===== src/rtl/mts_pkg.sv =====
// Package for the midpoint triangle subdivider: constants, codes and beat types.
// Used by every module in rtl; depends on nothing.
`timescale 1ns / 1ps
package mts_pkg;
	localparam int VERTEX_DEPTH = 4096;
	localparam int IDX_W = $clog2(VERTEX_DEPTH);
	localparam int CNT_W = IDX_W + 1;

	localparam logic [1:0] MODE_APPEND = 2'd0;
	localparam logic [1:0] MODE_SPLIT = 2'd1;
	localparam logic [1:0] MODE_END_PASS = 2'd2;
	localparam logic [1:0] MODE_CLEAR = 2'd3;

	localparam logic [1:0] KIND_VERTEX = 2'd0;
	localparam logic [1:0] KIND_TRI = 2'd1;
	localparam logic [1:0] KIND_ACK = 2'd2;
	localparam logic [1:0] KIND_ERR = 2'd3;

	localparam logic [1:0] ERR_NONE = 2'd0;
	localparam logic [1:0] ERR_CORNER = 2'd1;
	localparam logic [1:0] ERR_FULL = 2'd2;

	typedef struct packed {
		logic [1:0] mode;
		logic [11:0] corner_a;
		logic [11:0] corner_b;
		logic [11:0] corner_c;
		logic signed [31:0] pos_x;
		logic signed [31:0] pos_y;
		logic signed [31:0] pos_z;
	} in_beat_t;

	typedef struct packed {
		logic [1:0] kind;
		logic [11:0] index_one;
		logic [11:0] index_two;
		logic [11:0] index_three;
		logic signed [31:0] out_x;
		logic signed [31:0] out_y;
		logic signed [31:0] out_z;
		logic [1:0] error_code;
		logic last;
	} out_beat_t;

	typedef struct packed {
		logic [1:0] mode;
		logic [1:0] err;
		logic [IDX_W-1:0] ca;
		logic [IDX_W-1:0] cb;
		logic [IDX_W-1:0] cc;
		logic [31:0] px;
		logic [31:0] py;
		logic [31:0] pz;
	} job_t;

	function automatic logic [31:0] half_sum(input logic [31:0] p, input logic [31:0] q);
		logic [32:0] s;
		s = {p[31], p} + {q[31], q};
		return s[32:1];
	endfunction
endpackage


===== src/rtl/mts_front.sv =====
// Front end: accepts input beats and checks the corners of a split against the vertex count.
// Uses mts_pkg; reads the committed vertex count from the back end.
`timescale 1ns / 1ps
module mts_front (
	input logic valid,
	output logic stall,
	input mts_pkg::in_beat_t data,
	input logic [mts_pkg::CNT_W-1:0] count,
	input logic q_full,
	output logic q_push,
	output mts_pkg::job_t q_job
);
	logic bad;

	assign stall = q_full;
	assign q_push = valid && !q_full;

	always_comb begin
		bad = (data.corner_a >= count) || (data.corner_b >= count) || (data.corner_c >= count);
		q_job.mode = data.mode;
		q_job.ca = data.corner_a[mts_pkg::IDX_W-1:0];
		q_job.cb = data.corner_b[mts_pkg::IDX_W-1:0];
		q_job.cc = data.corner_c[mts_pkg::IDX_W-1:0];
		q_job.px = data.pos_x;
		q_job.py = data.pos_y;
		q_job.pz = data.pos_z;
		q_job.err = mts_pkg::ERR_NONE;
		if (data.mode == mts_pkg::MODE_SPLIT && bad) begin
			q_job.err = mts_pkg::ERR_CORNER;
		end
	end
endmodule


===== config.mk =====
export PLATFORM = sky130hd
export DESIGN_NAME = mts_front
export DESIGN_NICKNAME = d
export VERILOG_FILES = /design/src/rtl/mts_pkg.sv /design/src/rtl/mts_front.sv
export SDC_FILE = /design/constraint.sdc
export NUM_CORES = 1
export LEC_CHECK = 0
export BUFFER_PORTS_ARGS = -buffer_cell sky130_fd_sc_hd__buf_2
export CORE_AREA = 4 4 110 112
export DETAILED_ROUTE_END_ITERATION = 10
export DIE_AREA = 0 0 114 116
export PLACE_DENSITY = 0.55
export SYNTH_ARGS = -nofsm -noshare
export SYNTH_HDL_FRONTEND = slang
export SYNTH_SLANG_ARGS = --single-unit

===== constraint.sdc =====
create_clock -name vclk -period 2.3
set_input_delay 0.23 -clock vclk [all_inputs]
set_output_delay 0.23 -clock vclk [all_outputs]
set_load 0.01 [all_outputs]

# Yosys cells after proc, flatten, opt, wreduce, memory -nomap -nowiden
# Index checks and enable logic that the tools add are counted.
classes:
  reduce_logical: 5
  eq_ne: 1
  n_mux: 1
  magnitude_cmp: 3
op_table:
  columns: ["cell", "count"]
  rows:
  - [">= comparator 12 x 13 -> 1 bit", 3]
  - ["== test 2 x 1 -> 1 bit (second input constant)", 1]
  - ["logical AND 1 bit", 2]
  - ["logical OR 1 bit", 2]
  - ["logical NOT 1 bit", 1]
  - ["2-to-1 mux 1 bit", 1]
word_totals:
  regBits: 0
  out_inout_bits: 138
  in_bits: 149

# Longest topological paths before layout
depth:
  depth_word: 5
  depth_mapped: 7
  mapped_depth_nobuf: 7

# Least setup slack after synthesis
# No wires, ideal clock.
synth_path:
  path_kind: "input to output"
  start: "input port count[10] in the netlist's numbering"
  end: "output port q_job[132] in the netlist's numbering"
  arrival_time_ps: 1724
  cell_stages: 7
  path_buffers: 0
  slack_ps: 346
  path_cell_list: "inv_1 -> ha_1 -> a21o_1 -> a2111oi_4 -> a211oi_1 -> a311o_1 -> a211o_1"
synth_lines:
  columns: ["item", "line_no", "source"]
  rows:
  - ["from (decl)", "mts_front.sv:8", "input logic [mts_pkg::CNT_W-1:0] count,"]
  - ["to (decl)", "mts_front.sv:11", "output mts_pkg::job_t q_job"]

==> out/qor.yml <==
final_layout:
  final.clkbuf_count: 0
  post_route_cells_drive_above_1_share: 0.490
  fin_nets: 391
  syn_to_final_growth_pct: -18.5
  multi_input_area_um2: 791
  layout.filler_cells: 1337
  area.sequential_um2: 0
  sequential_cell_total: 0
  finalCoreUtilization: 0.135
  fin_cells: 347
  antenna_cells_inserted: 0
sta:
  timing_max_transition_violations_final: 0
  report.final.setup_viol: 0
  totalNegativeSetupSlack_ps: 0
  setup_ws_ps: 105
  hold_viol: 0
  final.period_utilization: 0.954
  final_period_minus_worst_setup_slack_ps: 2200
  timing.fmax_ghz: 0.456
  rsz_0062_raised_after_global_routing: "no"
clock_tree:
  cts_resized: 0
  holdBufCountCts: 0
  post_cts_buffers: 0
route:
  routed_via_density: 3.58
  antenna_violating_nets_post_route: 0
  detail_route.first_pass.iterations: 4
  avgRoutedWirePerCell_um: 17.3
  initialDrtViolationCount: 12
  vias: 1243
  wirelength_um: 6000
  post_route_drc: 0
worst_hold_path:
  holdPathEnd: "q_job[21]"
  hold_path_startpoint: "data[21]"
  timing.hold.worst.class: "in2out"
  hold_crit_depth: 0
power:
  combinationalPowerShare: 1.000
  max-vdd-ir-drop_mv: 0.0474
  leakage_power_summed_over_all_cells_nw: 0.876
  power.clock.fraction: 0
  power.share.switching: 0.528
  power.net_switching_uw: 136
  internal-power_uw: 122
  sequentialPowerShare: 0
  powerDensity_nw_per_um2: 170
worst_setup_path:
  timing.critical_path.slowest_cell_delay_ps: 330
  worst-path-max-fanout: 3
  worst-endpoint-arrival_ps: 1970
  worst_setup_ep_type: "output port"
  crit_family: "compound AO/OA/AOI/OAI gates"
  crit_top_cell: "buf_2"
  worstPathBufferInverterCount: 3
  worst_ep_required_time_ps: 2070
  worst_setup_path_start_kind: "input pin"
  criticalPathCategory: "in2out"
  worst_path_max_delay_cell: "a2111oi_4"
  worstPathCellList: "buf_2 > inv_2 > ha_1 > a21o_1 > a2111oi_4 > a211oi_2 > a311o_1 > a211o_1 > buf_2"
logic_synthesis:
  muxShareOfSynthArea: 0
  synth-compound-area-share: 0.109
  library_cell_with_the_largest_summed_area_after_synthesis: "buf_4"
  postSynthCellCount: 243
  synth_simple_gate_area_share: 0.0685
  synth-seq-area-share: 0
  post-synth-top-area-fraction: 0.548
  post-synth-top-count-cell: "buf_4"
  synth_common_cells: "buf_4, ha_1, inv_1"
  synth_xor_area_frac: 0
  yosysWarningCount: 0
  syn-cell-area_um2: 1860
  synth_top_family_by_area: "buffers and inverters"
  post_synth_num_cell_types: 24
  synth_nets: 428
  most_area_consuming_cells_after_synthesis: "buf_4, ha_1, inv_1"
  fraction_of_the_mapped_netlist_area_in_adder_cells: 0.242
  syn_area_per_cell_um2: 7.67
place:
  dp_cells: 347
  io_buffer_count: 94
  place_hpwl_um: 5740
  place_ws_ps: 31.6
  place.gp.congestion: 0.735
global_routing:
  grt_util_met1: 0.0651
  met2_usage: 0.167
  grt_busiest_layer: "met2"
  grt_pass1_wl_um: 8000
  antenna_violations_before_repair: 0
  gr-usage-all-layers: 0.0805
  grt_pass1_vias: 1231
  global_route.overflow_total: 0
  globalRouteMet3Util: 0.0371
  grt_start_max_net_pins: 6
die:
  area_of_the_core_um2: 11200
  die_area_um2: 13200
  die_x_um: 114
  fp.dieH_um: 116
  placement_rows: 39
  io_pins: 287
  start_util: 0.166
status:
  status: "completed"
flow_run:
  cap_viol_max_count: 0
worst max-delay path by stage:
stage,start,to,slack (ps),cells after the start
floorplan,count[10],q_job[132],350,7
global placement,count[10],q_job[132],80,9
detailed placement,count[10],q_job[132],30,9
CTS,count[10],q_job[132],20,9
global route,count[10],q_job[132],20,9
finish,count[10],q_job[132],100,9
placed cells by master (no fill, tap or decap), types with 3 or more instances in the layout:
master / count
buf_2: 94
ha_1: 36
inv_1: 14
a21oi_1: 11
nand2_1: 8
nand3_1: 5
a21o_1: 4
o21ai_0: 4
nor3_1: 3
buf_4: 3
per-stage QoR:
stage / hold slack, ps / total power, mW / cell area, µm²
3_5_place_dp: 460 / 0.263 / 1510
2_1_floorplan: 506 / 0.350 / 1860
5_1_grt: 460 / 0.299 / 1520
3_3_place_gp: 460 / 0.256 / 1510
6_report: 460 / 0.258 / 1520
4_1_cts: 460 / 0.265 / 1510
metal layers:
layer  vias up  share of wire
met1       502           0.26
li1        598              -
met2       111           0.55
met5         -              0
met3        32           0.15
met4         0          0.036
kinds of logic (layout without fill, tap and decap cells):
kind of cell,Yosys count,after routing
simple gates,26,26
fa+ha+maj,36,36
compound gates,29,29
other cells,1,1
buf+inv,151,112
area by class of cell:
type,count,area share
inverters,15,0.0371
multi-input cells,92,0.521
well taps,143,0.118
repair buffers,97,0.325
power by group through the flow:
stage                     clock network, mW  logic (mW)  registers, mW
final                                     0       0.258              0
after global routing                      0       0.299              0
after CTS                                 0       0.265              0
after detailed placement                  0       0.263              0
after global placement                    0       0.256              0
after floorplan                           0       0.350              0
Note: power is estimated with default switching activity, not from simulation.
